### config.mk
export PLATFORM = sky130hd
export DESIGN_NAME = mouse_packet_decoder_with_event_fifo_top_flat
export DESIGN_NICKNAME = d
export VERILOG_FILES = /design/src/mpd_pkg.sv /design/src/mpd_ifs.sv /design/src/mpd_packet_asm.sv /design/src/mouse_packet_decoder_with_event_fifo_top.sv /design/src/flat_wrapper.sv
export VERILOG_INCLUDE_DIRS = /design/src /design/src/src
export SDC_FILE = /design/constraint.sdc
export NUM_CORES = 2
export LEC_CHECK = 0
export ABC_AREA = 0
export BUFFER_PORTS_ARGS = -buffer_cell sky130_fd_sc_hd__clkbuf_2
export CAP_MARGIN = 40
export CORE_UTILIZATION = 55
export DETAILED_ROUTE_END_ITERATION = 7
export PLACE_DENSITY = 0.71
export RECOVER_POWER = 25
export SETUP_SLACK_MARGIN = 0.15
export SLEW_MARGIN = 5
export SYNTH_ARGS = -nofsm -noshare
export SYNTH_HDL_FRONTEND = slang
export SYNTH_SLANG_ARGS = --single-unit
### constraint.sdc
create_clock -name clk -period 13.7 [get_ports clk]
set_input_delay 1.37 -clock clk [delete_from_list [all_inputs] [get_ports clk]]
set_output_delay 1.37 -clock clk [all_outputs]
set_load 0.01 [all_outputs]
### src/mouse_packet_decoder_with_event_fifo_top_assert.svh
// Assertion macros shared by the mouse packet decoder.
// Both expect clk and arst_n in scope at the point of use.
`ifndef MOUSE_PACKET_DECODER_WITH_EVENT_FIFO_TOP_ASSERT_SVH
`define MOUSE_PACKET_DECODER_WITH_EVENT_FIFO_TOP_ASSERT_SVH

// Consequent holds in the same cycle as the antecedent.
`define MPD_ASSERT_NOW(lbl, ante, cons, msg) \
	lbl: assert property (@(posedge clk) disable iff (!arst_n) (ante) |-> (cons)) \
		else $error(msg);

// Consequent holds in the cycle after the antecedent.
`define MPD_ASSERT_NEXT(lbl, ante, cons, msg) \
	lbl: assert property (@(posedge clk) disable iff (!arst_n) (ante) |=> (cons)) \
		else $error(msg);

`endif

### src/mpd_pkg.sv
package mpd_pkg;

	localparam logic [7:0] BYTE_ACK      = 8'hFA;
	localparam logic [7:0] BYTE_SELFTEST = 8'hAA;
	localparam int         HDR_SYNC_BIT  = 3;
	localparam logic [7:0] HDR_OVF_MASK  = 8'hC0;
	localparam int         HDR_LEFT_BIT  = 0;
	localparam int         COUNT_W       = 7;

	typedef enum logic {
		OP_BYTE    = 1'b0,
		OP_SERVICE = 1'b1
	} opcode_t;

	// One stored event, laid out as dx in bits 7..0, dy in 16..8, left in 17.
	typedef struct packed {
		logic              left;
		logic signed [8:0] dy;
		logic signed [7:0] dx;
	} event_t;

	typedef struct packed {
		logic   push;
		event_t entry;
	} push_t;

endpackage

### src/mpd_ifs.sv
interface mpd_req_if;
	logic       valid;
	logic       ready;
	logic       opcode;
	logic [7:0] rx_byte;

	modport source (output valid, output opcode, output rx_byte, input ready);
	modport sink (input valid, input opcode, input rx_byte, output ready);
endinterface

interface mpd_rsp_if;
	logic              valid;
	logic              ready;
	logic              event_valid;
	logic signed [7:0] move_x;
	logic signed [8:0] move_y;
	logic              left_button;
	logic [6:0]        queue_count;
	logic              overflow_seen;

	modport source (output valid, output event_valid, output move_x, output move_y,
		output left_button, output queue_count, output overflow_seen, input ready);
	modport sink (input valid, input event_valid, input move_x, input move_y,
		input left_button, input queue_count, input overflow_seen, output ready);
endinterface

interface mpd_cfg_if;
	logic valid;
	logic ready;
	logic consumer_enabled;

	modport source (output valid, output consumer_enabled, input ready);
	modport sink (input valid, input consumer_enabled, output ready);
endinterface

### src/mpd_packet_asm.sv
module mpd_packet_asm (
	input  logic           clk,
	input  logic           arst_n,
	input  logic           byte_go,
	input  logic [7:0]     rx_byte,
	output mpd_pkg::push_t push
);
	import mpd_pkg::*;

	typedef enum logic [2:0] {
		POS_HDR = 3'b001,
		POS_X   = 3'b010,
		POS_Y   = 3'b100
	} pos_t;

	pos_t       pos_q;
	pos_t       pos_n;
	logic [7:0] header_q;
	logic [7:0] x_q;
	logic       restart;
	logic [8:0] y_sext;

	assign restart = (rx_byte == BYTE_ACK) || (rx_byte == BYTE_SELFTEST);
	assign y_sext  = {rx_byte[7], rx_byte};

	always_comb begin
		pos_n      = pos_q;
		push.push  = 1'b0;
		push.entry.dx   = x_q;
		push.entry.dy   = 9'd0 - y_sext;
		push.entry.left = header_q[HDR_LEFT_BIT];
		if (byte_go) begin
			if (restart) begin
				pos_n = POS_HDR;
			end else begin
				case (pos_q)
					POS_HDR: begin
						if (rx_byte[HDR_SYNC_BIT]) begin
							pos_n = POS_X;
						end
					end
					POS_X: begin
						pos_n = POS_Y;
					end
					default: begin
						// Third byte closes the packet; overflowed packets are dropped.
						pos_n     = POS_HDR;
						push.push = ((header_q & HDR_OVF_MASK) == 8'd0);
					end
				endcase
			end
		end
	end

	always_ff @(posedge clk or negedge arst_n) begin
		if (!arst_n) begin
			pos_q <= POS_HDR;
		end else begin
			pos_q <= pos_n;
		end
	end

	always_ff @(posedge clk) begin
		if (byte_go && !restart && pos_q == POS_HDR && rx_byte[HDR_SYNC_BIT]) begin
			header_q <= rx_byte;
		end
		if (byte_go && !restart && pos_q == POS_X) begin
			x_q <= rx_byte;
		end
	end

endmodule

### src/mouse_packet_decoder_with_event_fifo_top.sv
// The decoder takes one word per cycle on req while rsp is ready: either a byte
// received from the PS/2 auxiliary port or a service request, and returns exactly
// one result word on rsp for each, via stage 1 and the output register. Bytes are
// gathered into three-byte packets; a complete packet without overflow bits
// becomes an event in a ring of QUEUE_SLOTS entries, which holds at most
// QUEUE_SLOTS - 1 events and drops its oldest event when full. A service
// request pops one event when consumer_enabled is set and flushes the ring
// otherwise. The ring lives in one synchronous memory: a push writes it in the
// accept cycle, a pop reads it in the accept cycle and the data appears in the
// next stage, so one word is taken every cycle while rsp is ready. With rsp
// stalled the block keeps taking words until both stages hold one; from then on
// req.ready follows rsp.ready in the same cycle. The configuration register is
// always ready and should be written only while the block is idle.
module mouse_packet_decoder_with_event_fifo_top #(
	parameter int QUEUE_SLOTS = 128
) (
	input logic          clk,
	input logic          arst_n,
	mpd_req_if.sink      req,
	mpd_rsp_if.source    rsp,
	mpd_cfg_if.sink      cfg
);
	import mpd_pkg::*;

	localparam int PTR_W = $clog2(QUEUE_SLOTS);
	localparam int CNT_W = (PTR_W + 1 > COUNT_W) ? PTR_W + 1 : COUNT_W;
	localparam logic [PTR_W-1:0] PTR_LAST = PTR_W'(QUEUE_SLOTS - 1);

	// Event memory.
	event_t mem [QUEUE_SLOTS];
	event_t rd_data_q;

	// Ring and configuration state.
	logic             ce_q;
	logic [PTR_W-1:0] wp_q;
	logic [PTR_W-1:0] rp_q;
	logic             flag_q;
	logic [PTR_W-1:0] wp_n;
	logic [PTR_W-1:0] rp_n;
	logic             flag_n;
	logic [PTR_W-1:0] wp_inc;
	logic [PTR_W-1:0] rp_inc;
	logic [CNT_W-1:0] cnt_wide;

	// Handshake and control.
	logic  req_acc;
	logic  byte_go;
	logic  pop_go;
	logic  flush_go;
	push_t push;

	// Stage 1: result waiting for the memory read data.
	logic               valid_s1;
	logic               evt_s1;
	logic [COUNT_W-1:0] count_s1;
	logic               flag_s1;
	logic               s1_adv;

	// Stage 2: output register.
	logic out_valid_q;

	assign cfg.ready = 1'b1;

	// Stage 1 moves on when the output register is free or being drained.
	assign s1_adv    = valid_s1 && (!out_valid_q || rsp.ready);
	assign req.ready = !valid_s1 || s1_adv;
	assign req_acc   = req.valid && req.ready;
	assign byte_go   = req_acc && (req.opcode == OP_BYTE);
	assign pop_go    = req_acc && (req.opcode == OP_SERVICE) && ce_q && (wp_q != rp_q);
	assign flush_go  = req_acc && (req.opcode == OP_SERVICE) && !ce_q;

	mpd_packet_asm u_asm (
		.clk     (clk),
		.arst_n  (arst_n),
		.byte_go (byte_go),
		.rx_byte (req.rx_byte),
		.push    (push)
	);

	assign wp_inc = (wp_q == PTR_LAST) ? '0 : wp_q + 1'b1;
	assign rp_inc = (rp_q == PTR_LAST) ? '0 : rp_q + 1'b1;

	always_comb begin
		wp_n   = wp_q;
		rp_n   = rp_q;
		flag_n = flag_q;
		if (push.push) begin
			wp_n = wp_inc;
			// A full ring loses its oldest event.
			if (wp_inc == rp_q) begin
				rp_n   = rp_inc;
				flag_n = 1'b1;
			end
		end else if (pop_go) begin
			rp_n = rp_inc;
			if (wp_q == rp_inc) begin
				flag_n = 1'b0;
			end
		end else if (flush_go) begin
			wp_n   = '0;
			rp_n   = '0;
			flag_n = 1'b0;
		end
	end

	// Occupancy after this word, wrapped at the ring size.
	always_comb begin
		cnt_wide = CNT_W'(wp_n) - CNT_W'(rp_n);
		if (wp_n < rp_n) begin
			cnt_wide = cnt_wide + CNT_W'(QUEUE_SLOTS);
		end
	end

	always_ff @(posedge clk) begin
		if (push.push) begin
			mem[wp_q] <= push.entry;
		end
		if (pop_go) begin
			rd_data_q <= mem[rp_q];
		end
	end

	always_ff @(posedge clk or negedge arst_n) begin
		if (!arst_n) begin
			ce_q        <= 1'b0;
			wp_q        <= '0;
			rp_q        <= '0;
			flag_q      <= 1'b0;
			valid_s1    <= 1'b0;
			out_valid_q <= 1'b0;
		end else begin
			if (cfg.valid) begin
				ce_q <= cfg.consumer_enabled;
			end
			wp_q   <= wp_n;
			rp_q   <= rp_n;
			flag_q <= flag_n;
			if (req_acc) begin
				valid_s1 <= 1'b1;
			end else if (s1_adv) begin
				valid_s1 <= 1'b0;
			end
			if (s1_adv) begin
				out_valid_q <= 1'b1;
			end else if (rsp.ready) begin
				out_valid_q <= 1'b0;
			end
		end
	end

	always_ff @(posedge clk) begin
		if (req_acc) begin
			evt_s1   <= pop_go;
			count_s1 <= cnt_wide[COUNT_W-1:0];
			flag_s1  <= flag_n;
		end
		if (s1_adv) begin
			rsp.event_valid   <= evt_s1;
			rsp.move_x        <= evt_s1 ? rd_data_q.dx : 8'sd0;
			rsp.move_y        <= evt_s1 ? rd_data_q.dy : 9'sd0;
			rsp.left_button   <= evt_s1 && rd_data_q.left;
			rsp.queue_count   <= count_s1;
			rsp.overflow_seen <= flag_s1;
		end
	end

	assign rsp.valid = out_valid_q;

`include "mouse_packet_decoder_with_event_fifo_top_assert.svh"

	// A flush leaves the ring empty with the overflow flag cleared.
	`MPD_ASSERT_NEXT(a_flush_clears, flush_go,
		(wp_q == '0) && (rp_q == '0) && !flag_q, "flush did not clear the ring")
	// The sticky overflow flag is only ever set while events are held.
	`MPD_ASSERT_NOW(a_flag_nonempty, flag_q, wp_q != rp_q,
		"overflow flag set on an empty ring")
	// A stalled first stage keeps its popped read data.
	`MPD_ASSERT_NEXT(a_s1_hold, valid_s1 && !s1_adv,
		valid_s1 && $stable(evt_s1) && (!evt_s1 || $stable(rd_data_q)),
		"stalled stage lost its data")

endmodule

### src/flat_wrapper.sv
// flat-port wrapper written by rule: the top's interface ports become plain ports
module mouse_packet_decoder_with_event_fifo_top_flat import mpd_pkg::*;
#(
	parameter int QUEUE_SLOTS = 128
)
  (clk, arst_n, req_valid, req_opcode, req_rx_byte, req_ready, rsp_valid, rsp_event_valid, rsp_move_x, rsp_move_y, rsp_left_button, rsp_queue_count, rsp_overflow_seen, rsp_ready, cfg_valid, cfg_consumer_enabled, cfg_ready);
  mpd_req_if req_i ();
  mpd_rsp_if rsp_i ();
  mpd_cfg_if cfg_i ();
  input logic clk;
  input logic arst_n;
  input wire logic [$bits(req_i.valid)-1:0] req_valid;
  input wire logic [$bits(req_i.opcode)-1:0] req_opcode;
  input wire logic [$bits(req_i.rx_byte)-1:0] req_rx_byte;
  output wire logic [$bits(req_i.ready)-1:0] req_ready;
  output wire logic [$bits(rsp_i.valid)-1:0] rsp_valid;
  output wire logic [$bits(rsp_i.event_valid)-1:0] rsp_event_valid;
  output wire logic [$bits(rsp_i.move_x)-1:0] rsp_move_x;
  output wire logic [$bits(rsp_i.move_y)-1:0] rsp_move_y;
  output wire logic [$bits(rsp_i.left_button)-1:0] rsp_left_button;
  output wire logic [$bits(rsp_i.queue_count)-1:0] rsp_queue_count;
  output wire logic [$bits(rsp_i.overflow_seen)-1:0] rsp_overflow_seen;
  input wire logic [$bits(rsp_i.ready)-1:0] rsp_ready;
  input wire logic [$bits(cfg_i.valid)-1:0] cfg_valid;
  input wire logic [$bits(cfg_i.consumer_enabled)-1:0] cfg_consumer_enabled;
  output wire logic [$bits(cfg_i.ready)-1:0] cfg_ready;
  assign req_i.valid = req_valid;
  assign req_i.opcode = req_opcode;
  assign req_i.rx_byte = req_rx_byte;
  assign req_ready = req_i.ready;
  assign rsp_valid = rsp_i.valid;
  assign rsp_event_valid = rsp_i.event_valid;
  assign rsp_move_x = rsp_i.move_x;
  assign rsp_move_y = rsp_i.move_y;
  assign rsp_left_button = rsp_i.left_button;
  assign rsp_queue_count = rsp_i.queue_count;
  assign rsp_overflow_seen = rsp_i.overflow_seen;
  assign rsp_i.ready = rsp_ready;
  assign cfg_i.valid = cfg_valid;
  assign cfg_i.consumer_enabled = cfg_consumer_enabled;
  assign cfg_ready = cfg_i.ready;
  mouse_packet_decoder_with_event_fifo_top #(.QUEUE_SLOTS(QUEUE_SLOTS)) u_core (.clk(clk), .arst_n(arst_n), .req(req_i), .rsp(rsp_i), .cfg(cfg_i));
endmodule
### After elaboration in Yosys (flattened, before gate mapping)

Memories as Yosys holds them, arrays and structs flattened. A register that Yosys moved wholly into a read port is not among the register bits.
Index checks and enable logic that the tools add are counted.

| word-level totals | value |
|---|---|
| bits in registers | 73 |
| RAM bits | 2304 |
| bits of input ports | 15 |
| output and inout port bits | 30 |
| word-level logic and storage cells | 87 |
| memories kept | 1 |

Memories:

| memory | depth | bits a word | rd ports | clocked after Yosys merged registers in | write ports | RTL line | RTL |
|---|---|---|---|---|---|---|---|
| u_core.mem | 128 | 18 | 1 | 1 | 1 | mouse_packet_decoder_with_event_fifo_top.sv:30 | `event_t mem [QUEUE_SLOTS];` |

| operators by class | value |
|---|---|
| add/sub/neg operators | 5 |
| order comparisons | 1 |
| equal/unequal tests | 10 |
| mux-type cells | 27 |
| bitwise logic cells | 1 |
| reduce and logical (&&, ||, !) cells | 24 |

Operators by type and width:

| operator | count |
|---|---|
| 7-bit two-way mux | 10 |
| 7-bit by 1-bit adder with 7-bit output, second input constant | 3 |
| 8-bit equality test, second input constant | 2 |
| 7-bit equality test | 2 |
| 7-bit equality test, second input constant | 2 |
| 1-bit two-way mux | 14 |
| 1-bit logical AND | 12 |
| 1-bit by 8-bit subtractor with 9-bit output, first input constant | 1 |
| 8-bit zero test | 1 |
| 7-bit less-than comparator | 1 |
| 7-bit != test | 1 |
| 7-bit subtractor | 1 |
| 3-bit two-way mux | 2 |
| 3-bit one-hot mux with 2 select lines | 1 |
| 1-bit zero test | 4 |
| 2-bit nonzero test | 2 |
| 3-bit by 1-bit equality test with 1-bit output, second input constant | 1 |
| 3-bit by 2-bit equality test with 1-bit output, second input constant | 1 |
| 1-bit logical OR | 3 |
| 3-bit != test, second input constant | 1 |
| 2-bit AND reduction | 1 |
| 2-bit OR reduction | 1 |
| 1-bit NOT | 1 |

### Longest topological paths before layout

| logic depth | value |
|---|---|
| depth after elaboration | 13 |
| depth in mapped cells | 19 |
| depth with buffers taken out | 18 |

### By module

Synthesis repeated with hierarchy kept, for this count alone.

| second synthesis, totals | value |
|---|---|
| cells, all modules | 3753 |
| area total of the unflattened synthesis | 91909.4 um2 |

By module, submodules not included:

| module | times used | cells each | area each (um2) | sequential area each (um2) |
|---|---|---|---|---|
| mouse_packet_decoder_with_event_fifo_top | 1 | 3700 | 91211.2 | 71258.3 |
| mpd_packet_asm | 1 | 53 | 698.2 | 406.6 |

### Worst setup path before layout

No wires, ideal clock.

| timing path | value |
|---|---|
| kind | in2reg |
| from | in req_rx_byte[0] |
| to | mem u_core.mem[0][10] in the netlist's numbering, data pin |
| data arrival time | 5300 ps |
| required time | 12768 ps |
| slack | 7468 ps |
| cell stages on the path | 3 |
| cells stage by stage | inv_1 -> ha_1 -> xnor2_1 |

RTL lines:

| element | RTL line | RTL |
|---|---|---|
| start, declared | flat_wrapper.sv:14 | `input wire logic [$bits(req_i.rx_byte)-1:0] req_rx_byte;` |
| end, declared | mouse_packet_decoder_with_event_fifo_top.sv:30 |  |

==> out/metrics.cfg <==
[die]
die_h_um = 411
rows = 149
die_w_um = 411
die-area_mm2 = 0.169
pin_count = 45
initial_core_util_pct = 55.6
coreArea_mm2 = 0.166

[synth]
synth_top_area_share_pct = 77.3
synth.avg_cell_area_um2 = 24.3
netlist_area_mm2 = 0.0920
synth_fa_ha_area_share_pct = 0.144
async_reset_ff_share_pct = 0.879
ys_ff_latch = 2390
synth_top_family_by_area = multiplexers
synth-edff-count = 2369
synth_most_common_cell = edfxtp_1
synthMuxAreaShare_pct = 18.7
synth_ff_type = edfxtp_1
synth_simple_gate_area_share_pct = 1.45
ys_types = 62
synth_warnings = 0
synth_cells = 3780
syn-num-nets = 3805
yosys.area.top_type = edfxtp_1
synth_seq_area_share_pct = 77.9
netlist_top_cells_count = edfxtp_1 (2369), mux4_2 (756), nor2_1 (148)
synth_xor_area_share_pct = 0.305
synth_compound_area_share_pct = 0.476
ys_top_cells_by_area = edfxtp_1 (77%), mux4_2 (19%), nor2_1 (0.60%)

[timing]
tns_ns = 0
drv_slew = 1023
finalHoldViolations = 0
tightest_slew_ns = 3.92
period_needed_ns = 5.80
fin_skew_ns = 0.0368
setup_viol = 0
timing.fmax_ghz = 0.172
max_slew_margin_pct = -162
finalCritPeriodShare_pct = 42.3
rsz0062_at_grt = false
finalHoldWorstSlack_ns = 0.434

[global_route]
track_usage_pct = 25.7
grt_first_pass_wirelength_um = 304000
grt_pass1_vias = 42100
grt_max_degree = 156
antenna_found_initial = 23
gr-total-overflow = 0

[clock_tree]
cts_sinks = 2390
tritoncts = done
ctsHoldBuffers = 0
cts_buffers = 227
htreeDepth = 4
clk_latency_ns = 0.86
cts_resized = 0
postCtsSetupBuffers = 0
cts.path.max_buffers = 3
cts_root_buf = clkbuf_16
path_clk_slew_ns = 0.06

[route]
ant_nets = 0
drt_iter0_drc = 6129
wl_per_cell_um = 33.3
vias_per_cell = 6.59
finalWirelength_um = 214000
vias = 42400
firstDrtPassIters = 6
drc = 0

[flow_run]
cap_violations = 17

[placement]
dp.cells = 6007
io_buffers = 43
routabilityCongestion = 0.927
dp_hpwl_um = 119000

[final_layout]
multi_input_area_mm2 = 0.0199
nets = 4073
fill_cells = 10700
stdcell_count = 6428
drive_gt1_share_pct = 33.2
layout.area.seq_mm2 = 0.0717
syn_to_final_growth_pct = 12.4

[critical_path]
crit_required_ns = 14.21
crit_path_max_fanout = 80
crit_arrival_ns = 6.31
cp-end-kind = flop
critical_path_class = input port to flop
start_kind = input port

[power_and_ir_drop]
peakVddDrop_mv = 0.166
powerDensity_mw_per_mm2 = 165
leakage_nw = 31.3

[run_status]
violations = capacitance limit, slew limit
status = complete, but fails checks

[worst_hold_path]
hp-class = flop to flop

==> state kept, by name, summed over array words and instances, names as in the netlist, 3 cells and up <==
signal and flops:
u_core.count_s1 7, u_core.mem 2304, u_core.rd_data_q 18, u_core.rp_q 7, u_core.rsp.move_x 8, u_core.rsp.move_y 9, u_core.rsp.queue_count 7, u_core.u_asm.header_q 3
u_core.u_asm.pos_q 3, u_core.u_asm.x_q 8, u_core.wp_q 7
==> metal layers <==
metal  global-route usage [%]  up-vias  routed length, um
met5                        0        -                 20
met4                     7.06        2               5120
met3                     5.91      317              24000
met2                     39.1     2481             101000
met1                     38.1    22700              84300
li1                         -    16800                  -
==> through the flow <==
stage / util, % / worst slack [ns] / cell area, um2 / total power [mW]
after floorplan: - / 7.47 / 92000 / 10.4
after detailed placement: 58.3 / 7.94 / 96500 / 11.2
after CTS: 62.6 / 7.90 / 104000 / 17.1
after global placement: 58.0 / 7.85 / 96000 / 11.2
final: 62.5 / 7.90 / 103000 / 17.1
after global routing: 62.5 / 7.60 / 103000 / 17.6
==> final cells by class <==
class                           instances  share of cell area [%]
Antenna cell                            6                  0.0145
Clock buffer                          280                    5.77
Clock inverter                        134                    1.04
Inverter                               16                  0.0653
Multi-Input combinational cell       1172                    19.2
Sequential cell                      2390                    69.3
Tap cell                             2189                    2.65
Timing Repair Buffer                  241                    1.91
==> kinds of logic (layout without fill, tap and decap cells) <==
family	after synthesis	count (layout)
and+or+nand+nor	288	288
xor gates and xnor gates	32	32
AOI/OAI and AO/OA	65	65
other	1	7
buffers and inverters	218	671
DFF	2390	2390
muxes	776	776
adders and majority gates	10	10
==> placed cells by master, fill, tap and decap left out, types with 14 or more instances in the layout <==
cell type	instances
edfxtp_1	2369
mux4_2	756
clkbuf_16	231
buf_4	151
nor2_2	82
clkbuf_1	79
clkinv_1	70
nor2_1	49
nand2_1	36
clkbuf_2	34
clkinv_2	31
mux2_2	20
and2_0	18
nor2_4	17
o21ai_0	16
dfrtp_1	16
bufinv_16	15
inv_1	14
nand3_1	14
==> power by group <==
group | internal, mW | switching [mW] | total [mW]
clock network | 3.36 | 2.62 | 5.98
registers | 8.09 | 0.0834 | 8.17
logic | 1.46 | 1.44 | 2.90
total | 12.9 | 4.15 | 17.1
==> worst max-delay path, cell delays in order <==
cell and delay (ns):
clkbuf_1 0.82, clkbuf_1 1.85, buf_4 0.94, nor4b_1 0.19, xnor2_2 0.23, buf_4 0.65
==> final timing paths <==
check / start / endpoint / slack (ns) / depth (start not counted)
worst min-delay path: u_core.flag_s1$_DFFE_PN_ / u_core.rsp.overflow_seen$_DFFE_PP_ / 0.43 / 0
worst max register to register: u_core.u_asm.x_q[5]$_DFFE_PP_ / u_core.mem[49][5]$_DFFE_PP_ / 8.00 / 3
min in group asynchronous: arst_n / u_core.ce_q$_DFFE_PN0P_ / 0.86 / 1
worst min register to register: u_core.flag_s1$_DFFE_PN_ / u_core.rsp.overflow_seen$_DFFE_PP_ / 0.43 / 0
worst max-delay path: req_rx_byte[0] / u_core.mem[115][13]$_DFFE_PP_ / 7.90 / 6
max in group asynchronous: arst_n / u_core.rp_q[3]$_DFF_PN0_ / 11.77 / 1
(Power assumes the default switching activity.)
